### config.mk
export PLATFORM = sky130hd
export DESIGN_NAME = throttle_cruise_hold
export DESIGN_NICKNAME = d
export VERILOG_FILES = /design/src/hdl/tch_pkg.sv /design/src/hdl/throttle_cruise_hold.sv
export SDC_FILE = /design/constraint.sdc
export NUM_CORES = 1
export LEC_CHECK = 0
export BUFFER_PORTS_ARGS = -buffer_cell sky130_fd_sc_hd__buf_2
export CORE_UTILIZATION = 45
export DETAILED_ROUTE_END_ITERATION = 8
export GPL_TIMING_DRIVEN = 0
export PLACE_DENSITY = 0.71
export SETUP_SLACK_MARGIN = 0.1
export SYNTH_ARGS = -nofsm -noshare
export SYNTH_HDL_FRONTEND = slang
export SYNTH_SLANG_ARGS = --single-unit
### constraint.sdc
create_clock -name clk -period 8.05 [get_ports clk]
set_input_delay 0.4025 -clock clk [delete_from_list [all_inputs] [get_ports clk]]
set_output_delay 0.4025 -clock clk [all_outputs]
set_load 0.05 [all_outputs]
### src/hdl/tch_pkg.sv
// widths, constants and codes for the throttle cruise hold block
// no dependencies
`timescale 1ns / 1ps

package tch_pkg;

    localparam int ADC_BITS = 12;
    localparam int LEVEL_W  = ADC_BITS + 8;
    localparam int NUM_W    = LEVEL_W + 3;
    localparam int GAIN_W   = 32;
    localparam int ACC_W    = LEVEL_W + GAIN_W;
    localparam int MUL_W    = LEVEL_W;
    localparam int CNT_W    = $clog2(NUM_W + 1);
    localparam int DUTY_W   = 16;
    localparam int MODE_W   = 3;
    localparam int RC_W     = 9;
    localparam int DATA_W   = 32;
    localparam int PADDR_W  = 5;

    localparam int THR_W    = 15;
    localparam int DGAIN_W  = 24;
    localparam int RET_W    = 8;

    localparam logic [DUTY_W-1:0] DUTY_ONE  = 16'd32768;
    localparam logic [RC_W-1:0]   RC_MAX    = 9'd511;
    localparam int                DIV_BY    = 5;
    localparam int                MAP_SHIFT = 24;
    localparam int                DB_SHIFT  = 16;

    localparam logic [ADC_BITS-1:0] MAP_START_RST  = ADC_BITS'(1117);
    localparam logic [GAIN_W-1:0]   MAP_GAIN_RST   = 32'd824053;
    localparam logic [THR_W-1:0]    DEAD_THR_RST   = 15'd4915;
    localparam logic [DGAIN_W-1:0]  DEAD_GAIN_RST  = 24'd77101;
    localparam logic [DUTY_W-1:0]   HOLD_BORDER_RST = 16'd9830;
    localparam logic [RET_W-1:0]    RET_TICKS_RST  = 8'd20;

    typedef enum logic [MODE_W-1:0] {
        MODE_IDLE     = 3'd0,
        MODE_THROTTLE = 3'd1,
        MODE_RELEASED = 3'd2,
        MODE_PEAK     = 3'd3,
        MODE_HOLD     = 3'd4,
        MODE_CANCEL   = 3'd5
    } mode_t;

    typedef enum logic [2:0] {
        REG_USE_FILTER  = 3'd0,
        REG_MAP_START   = 3'd1,
        REG_MAP_GAIN    = 3'd2,
        REG_DEAD_THR    = 3'd3,
        REG_DEAD_GAIN   = 3'd4,
        REG_HOLD_BORDER = 3'd5,
        REG_RET_TICKS   = 3'd6
    } reg_idx_t;

endpackage

### src/hdl/throttle_cruise_hold.sv
// throttle conditioning and cruise hold state machine, top level
// depends on tch_pkg
`timescale 1ns / 1ps

// One adc_sample item in, one duty/mode item out. Items are handled one at a time
// through a bit-serial divide-by-five (filter) and one shared shift-add multiplier
// (map and deadband), one bit per cycle. An item waits in its update state while an
// earlier result is still held by result_ready; sample_ready returns once the
// result is in the output register, which may still wait on result_ready.
module throttle_cruise_hold (
    input  logic                          clk,
    input  logic                          rst_n,
    input  logic                          psel,
    input  logic                          penable,
    input  logic                          pwrite,
    input  logic [tch_pkg::PADDR_W-1:0]   paddr,
    input  logic [tch_pkg::DATA_W-1:0]    pwdata,
    output logic [tch_pkg::DATA_W-1:0]    prdata,
    output logic                          pready,
    input  logic                          sample_valid,
    output logic                          sample_ready,
    input  logic [tch_pkg::ADC_BITS-1:0]  adc_sample,
    output logic                          result_valid,
    input  logic                          result_ready,
    output logic [tch_pkg::DUTY_W-1:0]    duty,
    output logic [tch_pkg::MODE_W-1:0]    mode
);
    import tch_pkg::*;

    typedef enum logic [3:0] {
        ST_IDLE,
        ST_DIV,
        ST_MAP,
        ST_MAP_MUL,
        ST_MAP_END,
        ST_DB,
        ST_DB_MUL,
        ST_DB_END,
        ST_UPDATE
    } state_t;

    // configuration
    logic                  use_filter_reg;
    logic [ADC_BITS-1:0]   map_start_reg;
    logic [GAIN_W-1:0]     map_gain_reg;
    logic [THR_W-1:0]      dead_thr_reg;
    logic [DGAIN_W-1:0]    dead_gain_reg;
    logic [DUTY_W-1:0]     hold_border_reg;
    logic [RET_W-1:0]      ret_ticks_reg;

    // datapath and control
    state_t                state_reg;
    logic [CNT_W-1:0]      cnt_reg;
    logic [NUM_W-1:0]      num_reg;
    logic [2:0]            rem_reg;
    logic [LEVEL_W-1:0]    level_reg;
    logic [LEVEL_W-1:0]    filt_reg;
    logic [MUL_W-1:0]      mul_reg;
    logic [GAIN_W-1:0]     mcand_reg;
    logic [ACC_W-1:0]      acc_reg;
    logic [DUTY_W-1:0]     dval_reg;
    logic [DUTY_W-1:0]     t_reg;
    mode_t                 cruise_mode_reg;
    logic [RC_W-1:0]       release_count_reg;
    logic [DUTY_W-1:0]     peak_duty_reg;
    logic                  result_valid_reg;
    logic [DUTY_W-1:0]     duty_reg;
    logic [MODE_W-1:0]     mode_reg;

    logic                  cfg_write;
    logic                  cnt_last;
    logic                  out_free;
    logic [3:0]            div_trial;
    logic                  div_ge;
    logic [2:0]            rem_next;
    logic [NUM_W-1:0]      num_next;
    logic [ACC_W-1:0]      acc_next;
    logic [MUL_W-1:0]      mul_next;
    logic [LEVEL_W:0]      diff_raw;
    logic [LEVEL_W:0]      diff_neg;
    logic                  diff_is_neg;
    logic [LEVEL_W-1:0]    diff_mag;
    logic [GAIN_W-1:0]     gain_mag;
    logic                  map_pos;
    logic [ACC_W:0]        map_round;
    logic [ACC_W-MAP_SHIFT:0] map_q;
    logic [DUTY_W-1:0]     map_duty;
    logic [ACC_W:0]        db_round;
    logic [ACC_W-DB_SHIFT:0] db_r;
    logic [DUTY_W-1:0]     db_duty;
    logic [RC_W-1:0]       rc_inc;
    logic [DUTY_W-1:0]     pk_max;
    logic                  t_zero;
    mode_t                 mode_next;
    logic [RC_W-1:0]       rc_next;
    logic [DUTY_W-1:0]     peak_next;
    logic [DUTY_W-1:0]     duty_next;

    // configuration port
    assign pready    = 1'b1;
    assign cfg_write = psel && penable && pwrite && pready;

    always_ff @(posedge clk or negedge rst_n)
    begin
        if (!rst_n)
        begin
            use_filter_reg  <= 1'b0;
            map_start_reg   <= MAP_START_RST;
            map_gain_reg    <= MAP_GAIN_RST;
            dead_thr_reg    <= DEAD_THR_RST;
            dead_gain_reg   <= DEAD_GAIN_RST;
            hold_border_reg <= HOLD_BORDER_RST;
            ret_ticks_reg   <= RET_TICKS_RST;
        end
        else if (cfg_write)
        begin
            unique case (reg_idx_t'(paddr[4:2]))
                REG_USE_FILTER:  use_filter_reg  <= pwdata[0];
                REG_MAP_START:   map_start_reg   <= pwdata[ADC_BITS-1:0];
                REG_MAP_GAIN:    map_gain_reg    <= pwdata[GAIN_W-1:0];
                REG_DEAD_THR:    dead_thr_reg    <= pwdata[THR_W-1:0];
                REG_DEAD_GAIN:   dead_gain_reg   <= pwdata[DGAIN_W-1:0];
                REG_HOLD_BORDER: hold_border_reg <= pwdata[DUTY_W-1:0];
                REG_RET_TICKS:   ret_ticks_reg   <= pwdata[RET_W-1:0];
                default:
                begin
                end
            endcase
        end
    end

    always_comb
    begin
        unique case (reg_idx_t'(paddr[4:2]))
            REG_USE_FILTER:  prdata = DATA_W'(use_filter_reg);
            REG_MAP_START:   prdata = DATA_W'(map_start_reg);
            REG_MAP_GAIN:    prdata = DATA_W'(map_gain_reg);
            REG_DEAD_THR:    prdata = DATA_W'(dead_thr_reg);
            REG_DEAD_GAIN:   prdata = DATA_W'(dead_gain_reg);
            REG_HOLD_BORDER: prdata = DATA_W'(hold_border_reg);
            REG_RET_TICKS:   prdata = DATA_W'(ret_ticks_reg);
            default:         prdata = '0;
        endcase
    end

    // bit-serial divide by five, restoring, msb first
    assign div_trial = {rem_reg, num_reg[NUM_W-1]};
    assign div_ge    = div_trial >= 4'(DIV_BY);
    assign rem_next  = div_ge ? 3'(div_trial - 4'(DIV_BY)) : div_trial[2:0];
    assign num_next  = {num_reg[NUM_W-2:0], div_ge};

    // shared shift-add multiplier, msb first
    assign acc_next = {acc_reg[ACC_W-2:0], 1'b0}
                    + (mul_reg[MUL_W-1] ? ACC_W'(mcand_reg) : ACC_W'(0));
    assign mul_next = {mul_reg[MUL_W-2:0], 1'b0};
    assign cnt_last = cnt_reg == CNT_W'(1);

    // map operands in sign and magnitude
    assign diff_raw    = {1'b0, level_reg} - {1'b0, map_start_reg, 8'b0};
    assign diff_neg    = (LEVEL_W + 1)'(0) - diff_raw;
    assign diff_is_neg = diff_raw[LEVEL_W];
    assign diff_mag    = diff_is_neg ? diff_neg[LEVEL_W-1:0] : diff_raw[LEVEL_W-1:0];
    assign gain_mag    = map_gain_reg[GAIN_W-1] ? GAIN_W'(0) - map_gain_reg : map_gain_reg;
    assign map_pos     = (diff_raw != '0) && (map_gain_reg != '0)
                       && (diff_is_neg == map_gain_reg[GAIN_W-1]);

    assign map_round = {1'b0, acc_reg} + (ACC_W + 1)'(1 << (MAP_SHIFT - 1));
    assign map_q     = map_round[ACC_W:MAP_SHIFT];
    assign map_duty  = (map_q > (ACC_W - MAP_SHIFT + 1)'(DUTY_ONE)) ? DUTY_ONE
                                                                  : map_q[DUTY_W-1:0];

    assign db_round = {1'b0, acc_reg} + (ACC_W + 1)'(1 << (DB_SHIFT - 1));
    assign db_r     = db_round[ACC_W:DB_SHIFT];
    assign db_duty  = (db_r >= (ACC_W - DB_SHIFT + 1)'(DUTY_ONE)) ? DUTY_W'(0)
                                                                : DUTY_ONE - db_r[DUTY_W-1:0];

    // cruise mode update
    assign t_zero = t_reg == '0;
    assign pk_max = (t_reg > peak_duty_reg) ? t_reg : peak_duty_reg;
    assign rc_inc = (release_count_reg == RC_MAX) ? release_count_reg
                                                  : release_count_reg + RC_W'(1);

    always_comb
    begin
        mode_next = cruise_mode_reg;
        rc_next   = release_count_reg;
        peak_next = peak_duty_reg;
        duty_next = t_reg;
        unique case (cruise_mode_reg)
            MODE_IDLE:
            begin
                duty_next = '0;
                if (!t_zero)
                    mode_next = MODE_THROTTLE;
            end
            MODE_THROTTLE:
            begin
                if (t_zero)
                begin
                    mode_next = MODE_RELEASED;
                    rc_next   = '0;
                end
            end
            MODE_RELEASED:
            begin
                rc_next = rc_inc;
                if (rc_inc > {1'b0, ret_ticks_reg})
                    mode_next = MODE_IDLE;
                if (!t_zero)
                begin
                    mode_next = MODE_PEAK;
                    peak_next = '0;
                end
            end
            MODE_PEAK:
            begin
                peak_next = pk_max;
                if (pk_max >= hold_border_reg)
                    duty_next = pk_max;
                if (t_zero)
                    mode_next = (pk_max >= hold_border_reg) ? MODE_HOLD : MODE_IDLE;
            end
            MODE_HOLD:
            begin
                duty_next = peak_duty_reg;
                if (!t_zero)
                    mode_next = MODE_CANCEL;
            end
            MODE_CANCEL:
            begin
                if (t_zero)
                    mode_next = MODE_IDLE;
            end
            default:
            begin
            end
        endcase
    end

    assign out_free     = !result_valid_reg || result_ready;
    assign sample_ready = state_reg == ST_IDLE;
    assign result_valid = result_valid_reg;
    assign duty         = duty_reg;
    assign mode         = mode_reg;

    always_ff @(posedge clk or negedge rst_n)
    begin
        if (!rst_n)
        begin
            state_reg         <= ST_IDLE;
            cnt_reg           <= '0;
            num_reg           <= '0;
            rem_reg           <= '0;
            level_reg         <= '0;
            filt_reg          <= '0;
            mul_reg           <= '0;
            mcand_reg         <= '0;
            acc_reg           <= '0;
            dval_reg          <= '0;
            t_reg             <= '0;
            cruise_mode_reg   <= MODE_IDLE;
            release_count_reg <= '0;
            peak_duty_reg     <= '0;
            result_valid_reg  <= 1'b0;
            duty_reg          <= '0;
            mode_reg          <= '0;
        end
        else
        begin
            if (state_reg == ST_UPDATE && out_free)
                result_valid_reg <= 1'b1;
            else if (result_valid_reg && result_ready)
                result_valid_reg <= 1'b0;
            unique case (state_reg)
                ST_IDLE:
                begin
                    if (sample_valid)
                    begin
                        if (use_filter_reg)
                        begin
                            num_reg   <= NUM_W'({adc_sample, 8'b0}) + NUM_W'({filt_reg, 2'b0})
                                       + NUM_W'(2);
                            rem_reg   <= '0;
                            cnt_reg   <= CNT_W'(NUM_W);
                            state_reg <= ST_DIV;
                        end
                        else
                        begin
                            level_reg <= {adc_sample, 8'b0};
                            state_reg <= ST_MAP;
                        end
                    end
                end
                ST_DIV:
                begin
                    num_reg <= num_next;
                    rem_reg <= rem_next;
                    cnt_reg <= cnt_reg - CNT_W'(1);
                    if (cnt_last)
                    begin
                        level_reg <= num_next[LEVEL_W-1:0];
                        filt_reg  <= num_next[LEVEL_W-1:0];
                        state_reg <= ST_MAP;
                    end
                end
                ST_MAP:
                begin
                    if (map_pos)
                    begin
                        mul_reg   <= diff_mag;
                        mcand_reg <= gain_mag;
                        acc_reg   <= '0;
                        cnt_reg   <= CNT_W'(LEVEL_W);
                        state_reg <= ST_MAP_MUL;
                    end
                    else
                    begin
                        dval_reg  <= '0;
                        state_reg <= ST_DB;
                    end
                end
                ST_MAP_MUL:
                begin
                    acc_reg <= acc_next;
                    mul_reg <= mul_next;
                    cnt_reg <= cnt_reg - CNT_W'(1);
                    if (cnt_last)
                        state_reg <= ST_MAP_END;
                end
                ST_MAP_END:
                begin
                    dval_reg  <= map_duty;
                    state_reg <= ST_DB;
                end
                ST_DB:
                begin
                    if (dval_reg < {1'b0, dead_thr_reg})
                    begin
                        t_reg     <= '0;
                        state_reg <= ST_UPDATE;
                    end
                    else
                    begin
                        mul_reg   <= MUL_W'(DUTY_ONE - dval_reg) << (MUL_W - DUTY_W);
                        mcand_reg <= GAIN_W'(dead_gain_reg);
                        acc_reg   <= '0;
                        cnt_reg   <= CNT_W'(DUTY_W);
                        state_reg <= ST_DB_MUL;
                    end
                end
                ST_DB_MUL:
                begin
                    acc_reg <= acc_next;
                    mul_reg <= mul_next;
                    cnt_reg <= cnt_reg - CNT_W'(1);
                    if (cnt_last)
                        state_reg <= ST_DB_END;
                end
                ST_DB_END:
                begin
                    t_reg     <= db_duty;
                    state_reg <= ST_UPDATE;
                end
                ST_UPDATE:
                begin
                    if (out_free)
                    begin
                        cruise_mode_reg   <= mode_next;
                        release_count_reg <= rc_next;
                        peak_duty_reg     <= peak_next;
                        duty_reg          <= duty_next;
                        mode_reg          <= mode_next;
                        state_reg         <= ST_IDLE;
                    end
                end
                default:
                begin
                    state_reg <= ST_IDLE;
                end
            endcase
        end
    end

endmodule

* Yosys cells after proc, flatten, opt, wreduce, memory -nomap -nowiden
Index checks and enable logic that the tools add are counted.
Storage, ports and cells: bits in registers 364, input port bits 56, output and inout port bits 54
Cells by class: $add $sub $neg 13, $lt $le $gt $ge 7, equal/unequal tests 40, multiplexer cells 63, reductions and logical operators 46
Operator list (number):
- 32-bit one-hot mux with 7 select lines | 1
- 52-bit one-hot mux with 3 select lines | 1
- 32-bit two-way mux | 4
- 20-bit two-way mux | 6
- 16-bit two-way mux | 7
- 52-bit two-way mux | 2
- 16-bit one-hot mux with 2 select lines | 3
- 32-bit one-hot mux with 2 select lines | 1
- 20-bit one-hot mux with 3 select lines | 1
- 52-bit by 16-bit adder with 53-bit output, second input constant | 1
- 52-bit by 24-bit adder with 53-bit output, second input constant | 1
- 52-bit by 32-bit adder with 52-bit output | 1
- 16-bit one-hot mux with 3 select lines | 1
- 23-bit two-way mux | 2
- 23-bit one-hot mux with 2 select lines | 1
- 20-bit one-hot mux with 2 select lines | 1
- 37-bit by 16-bit greater-or-equal comparator with 1-bit output, second input constant | 1
- 3-bit two-way mux | 12
- 4-bit one-hot mux with 9 select lines | 1
- 2-bit inequality test, second input constant | 16
- 32-bit nonzero test | 1
- 1-bit by 32-bit subtractor with 32-bit output, first input constant | 1
- 16-bit subtractor, first input constant | 2
- 29-bit by 16-bit > comparator with 1-bit output, second input constant | 1
- other kinds (51) | 100

* Logic depth before layout (Yosys ltp)
word-level depth 6, gate-level depth with buffers 23, depth with buffers taken out 21

* Least setup slack after synthesis
OpenSTA, ideal clock, no wires.
path type register to register, start reg t_reg[1], end reg duty_reg[11] (netlist: duty[11]), arrival time 4.889 ns, path slack 3.096 ns, stages on the path, launching flop included 22, cells stage by stage dfrtp_1 -> ha_1 -> nor2b_1 -> o21a_1 -> o21a_1 -> o21ai_0 -> a21oi_1 -> o21ai_1 -> clkbuf_1 -> mux2i_1 -> inv_1 -> ha_1 -> a21o_1 -> a2111oi_0 -> o211ai_1 -> nand2_1 -> a31o_2 -> a21boi_1 -> clkbuf_1 -> a221oi_1 -> o21ai_0 -> o21a_1
Between the ends: word-level cells in the longest chain between the ends 5
Ends and longest elaborated chain:
- start: declaration | line throttle_cruise_hold.sv:62 | logic [DUTY_W-1:0] t_reg;
- start signal: assignment | line throttle_cruise_hold.sv:361 | t_reg <= db_duty;
- 16-bit > comparator | line throttle_cruise_hold.sv:179 | assign pk_max = (t_reg > peak_duty_reg) ? t_reg : peak_duty_reg;
- 16-bit two-way mux (*) | line throttle_cruise_hold.sv:179
- 16-bit greater-or-equal comparator | line throttle_cruise_hold.sv:218 | if (pk_max >= hold_border_reg)
- 16-bit two-way mux (*) | line throttle_cruise_hold.sv:218
- 16-bit one-hot mux with 3 select lines (*) | line throttle_cruise_hold.sv:189 | unique case (cruise_mode_reg)
- end signal: assignment | line throttle_cruise_hold.sv:371 | duty_reg <= duty_next;
- end: declaration | line throttle_cruise_hold.sv:67 | logic [DUTY_W-1:0] duty_reg;
Mark *: on every way between the ends. The rest lies on a longest branch, timed or not. A chain may end at the register's enable or synchronous reset.

* Final worst setup path
start reg t_reg[1], end reg duty_reg[9] (netlist: duty[9])
The elaborated chain is that of the path after synthesis.

==> metrics <==
status=complete, no violations; CTS tree=built; crit path time final=6.58 ns; cts hold-fix bufs=1; CTS Buffer Depth=3; critical path class=reg -> reg; number of placed instances, taps included=3472; Yosys reg bits=364; Adder-Cell Fraction of Synth Area=0.0666; P&R area growth vs syn=12.9%; Rows=83; crit end category=flip-flop; final worst-path cycle share=0.817; post-layout util=0.515; vias=21000; largest net degree at the start of global routing=120; Critical Path Most Common Cell=o21a_1; Non-Filler Instances=3551; I/O pin cnt=110; delay-heaviest family, CP=compound AO/OA/AOI/OAI gates; total clock sinks=364; Slew headroom=0.178; Max Cap Viol=0; grt total ovfl=0; Final HPWL DP=55.7 mm; RePlAce Congestion=0.976; VDD IR-drop max=0.175 mV; Setup Buffers After CTS=0; Setup crit start=t_reg[1]; CP arrival=7.10 ns; CP max stage cell=o21ai_1; Fin. Hold Viols=0; commonest cells after routing, fill and taps aside=nand2_1, dfrtp_1, o21ai_0, nor2_1, a21oi_1; setup TNS=0 ns; Die Area=53100 um^2; DRT Pass-1 Iters=7; DRT antenna net count=0; largest family of logic cells by synthesized area=compound AO/OA/AOI/OAI gates; Reg-to-Reg Start=t_reg[1]; Synth Area in XOR/XNOR=0.0694; GRT Total Usage=0.274; WL/cell=20.6 um; TritonCTS Buffers=42; post_cts resized=0; share of cells above drive strength 1=0.129; top-area cell type share of the netlist area=0.343; Post-synth EDFFs=0; Post-Syn Nets=2863; Pwr Density=379 nW/um^2; H-tree depth=2; Max stage delay on crit path=0.70 ns; complex-gate fraction of the synthesized area=0.193; global-route wire length before repair=115 mm; syn_area_per_cell=8.74 um^2; vias in the first global route=20600; mux share of post-synthesis cell area=0.0542; max FFs per register=52; final setup violation count=0; hold path start=pwdata[29]; WL final=73.0 mm; Layout Nets=3016; total chip power=10.0 mW; Worst-path clk slew=0.06 ns; clock latency at the later pin of the worst-skew pair=0.61 ns; Netlist cell types=88; Main synth FF type=dfrtp_1; worst path required time=8.58 ns; initial DRC count=1919; Syn Inst Count=2684; unrepaired setup endpoints after global routing=false; initial core utilization=0.456; min-delay worst type=in -> reg; Post-Syn Area=23500 um^2; CORE AREA=51400 um^2; CTS Root Cell=clkbuf_16; clock skew=0.0312 ns; design area=26500 um^2; ys async rst share=1.00; Die Span Y=230 um; CP startpoint kind=flip-flop; fmax=152 MHz; Port Buffers=104; worst-path fanout max=10; area leader, netlist=dfrtp_1; # fillers=4836; max-slew violations=0; commonest non-fill, non-tap cell in the layout=nand2_1; leakage=12.0 nW; Residual DRC=0; CP bufs+invs=3; die width=230 um; initial antenna violation count=1; dpl cell area=24900 um^2; Synth Warn #=0; worst slew pin tran=1.22 ns; largest cells by area after synthesis=dfrtp_1, nand2_1, ha_1; post-synthesis simple-gate area fraction=0.178; sequential area share after synthesis=0.390; CP cell instances=ha_1 -> nor2b_1 -> o21a_1 -> o21a_1 -> o21ai_0 -> a21oi_1 -> o21ai_1 -> clkbuf_1 -> mux2i_1 -> inv_1 -> ha_1 -> a21o_1 -> a2111oi_0 -> o211ai_1 -> nand2_1 -> a31o_2 -> a21boi_1 -> clkbuf_1 -> a221oi_1 -> o21ai_0 -> o21a_1; via/cell ratio=5.92
## routing by layer
| metal | vias to the layer above | global-route usage | part of all wire |
|---|---|---|---|
| met5 | - | 0 | 0.00018 |
| met4 | 2 | 0.0913 | 0.030 |
| met3 | 127 | 0.0398 | 0.070 |
| met2 | 754 | 0.439 | 0.46 |
| met1 | 10400 | 0.379 | 0.44 |
| li1 | 9787 | - | - |
## power breakdown
part / switching, mW / internal (mW)
combinational: 3.13 / 1.87
clock: 0.854 / 1.28
sequential: 0.502 / 2.39
total: 4.48 / 5.54
## synth_stat cells (9+ instances only)
cell type / number
nand2_1: 403
dfrtp_1: 322
o21ai_0: 256
nor2_1: 171
a21oi_1: 148
ha_1: 120
inv_1: 120
clkbuf_1: 107
xor2_1: 96
xnor2_1: 90
mux2_2: 81
nand3_1: 63
a21o_1: 50
nor3_1: 48
and2_1: 45
dfstp_2: 42
a221oi_1: 40
mux2i_1: 36
o21a_1: 34
nand2b_1: 33
nand4_1: 29
buf_2: 26
o31ai_1: 25
and3_1: 22
nor2b_1: 19
nor4_1: 19
a22oi_1: 18
a31oi_1: 18
o2bb2ai_1: 16
o21ai_1: 13
a22o_1: 9
o22ai_1: 9
or3_1: 9
## layout make-up
cell class / count / area, um^2 / area share
inverter: 120 / 450 / 0.0170
multi-input combinational: 2051 / 13200 / 0.498
clock buffer: 52 / 1150 / 0.0434
sequential: 364 / 9160 / 0.346
timing repair buffer: 109 / 634 / 0.0240
tap: 680 / 851 / 0.0321
clock inverter: 25 / 377 / 0.0142
buffer: 149 / 669 / 0.0253
antenna: 1 / 2.50 / 0.0000945
## logic make-up after synthesis
| kind of cell | Yosys count |
|---|---|
| buf+inv | 269 |
| mux | 117 |
| compound gates | 717 |
| simple gates | 907 |
| flops | 364 |
| xor+xnor | 186 |
| fa+ha+maj | 123 |
| other cells | 1 |
## per-stage QoR
step / setup slack (ns) / hold slack (ns)
2_1_floorplan: 3.10 / 0.107
3_3_place_gp: -0.484 / 0.460
3_5_place_dp: 1.72 / 0.329
4_1_cts: 1.69 / 0.0240
5_1_grt: 1.22 / 0.0398
6_report: 1.47 / 0.0496
## worst paths after layout
check	end	depth (start not counted)	slack [ns]
setup / recovery	duty[9]	21	1.47
max in group asynchronous	level_reg[2]	4	6.45
hold / removal	map_gain_reg[29]	2	0.05
setup reg to reg	duty[9]	21	1.47
hold reg to reg	mcand_reg[3]	2	0.48
min in group asynchronous	release_count_reg[7]	2	0.27
No activity file was read; power rests on OpenSTA's default activity.
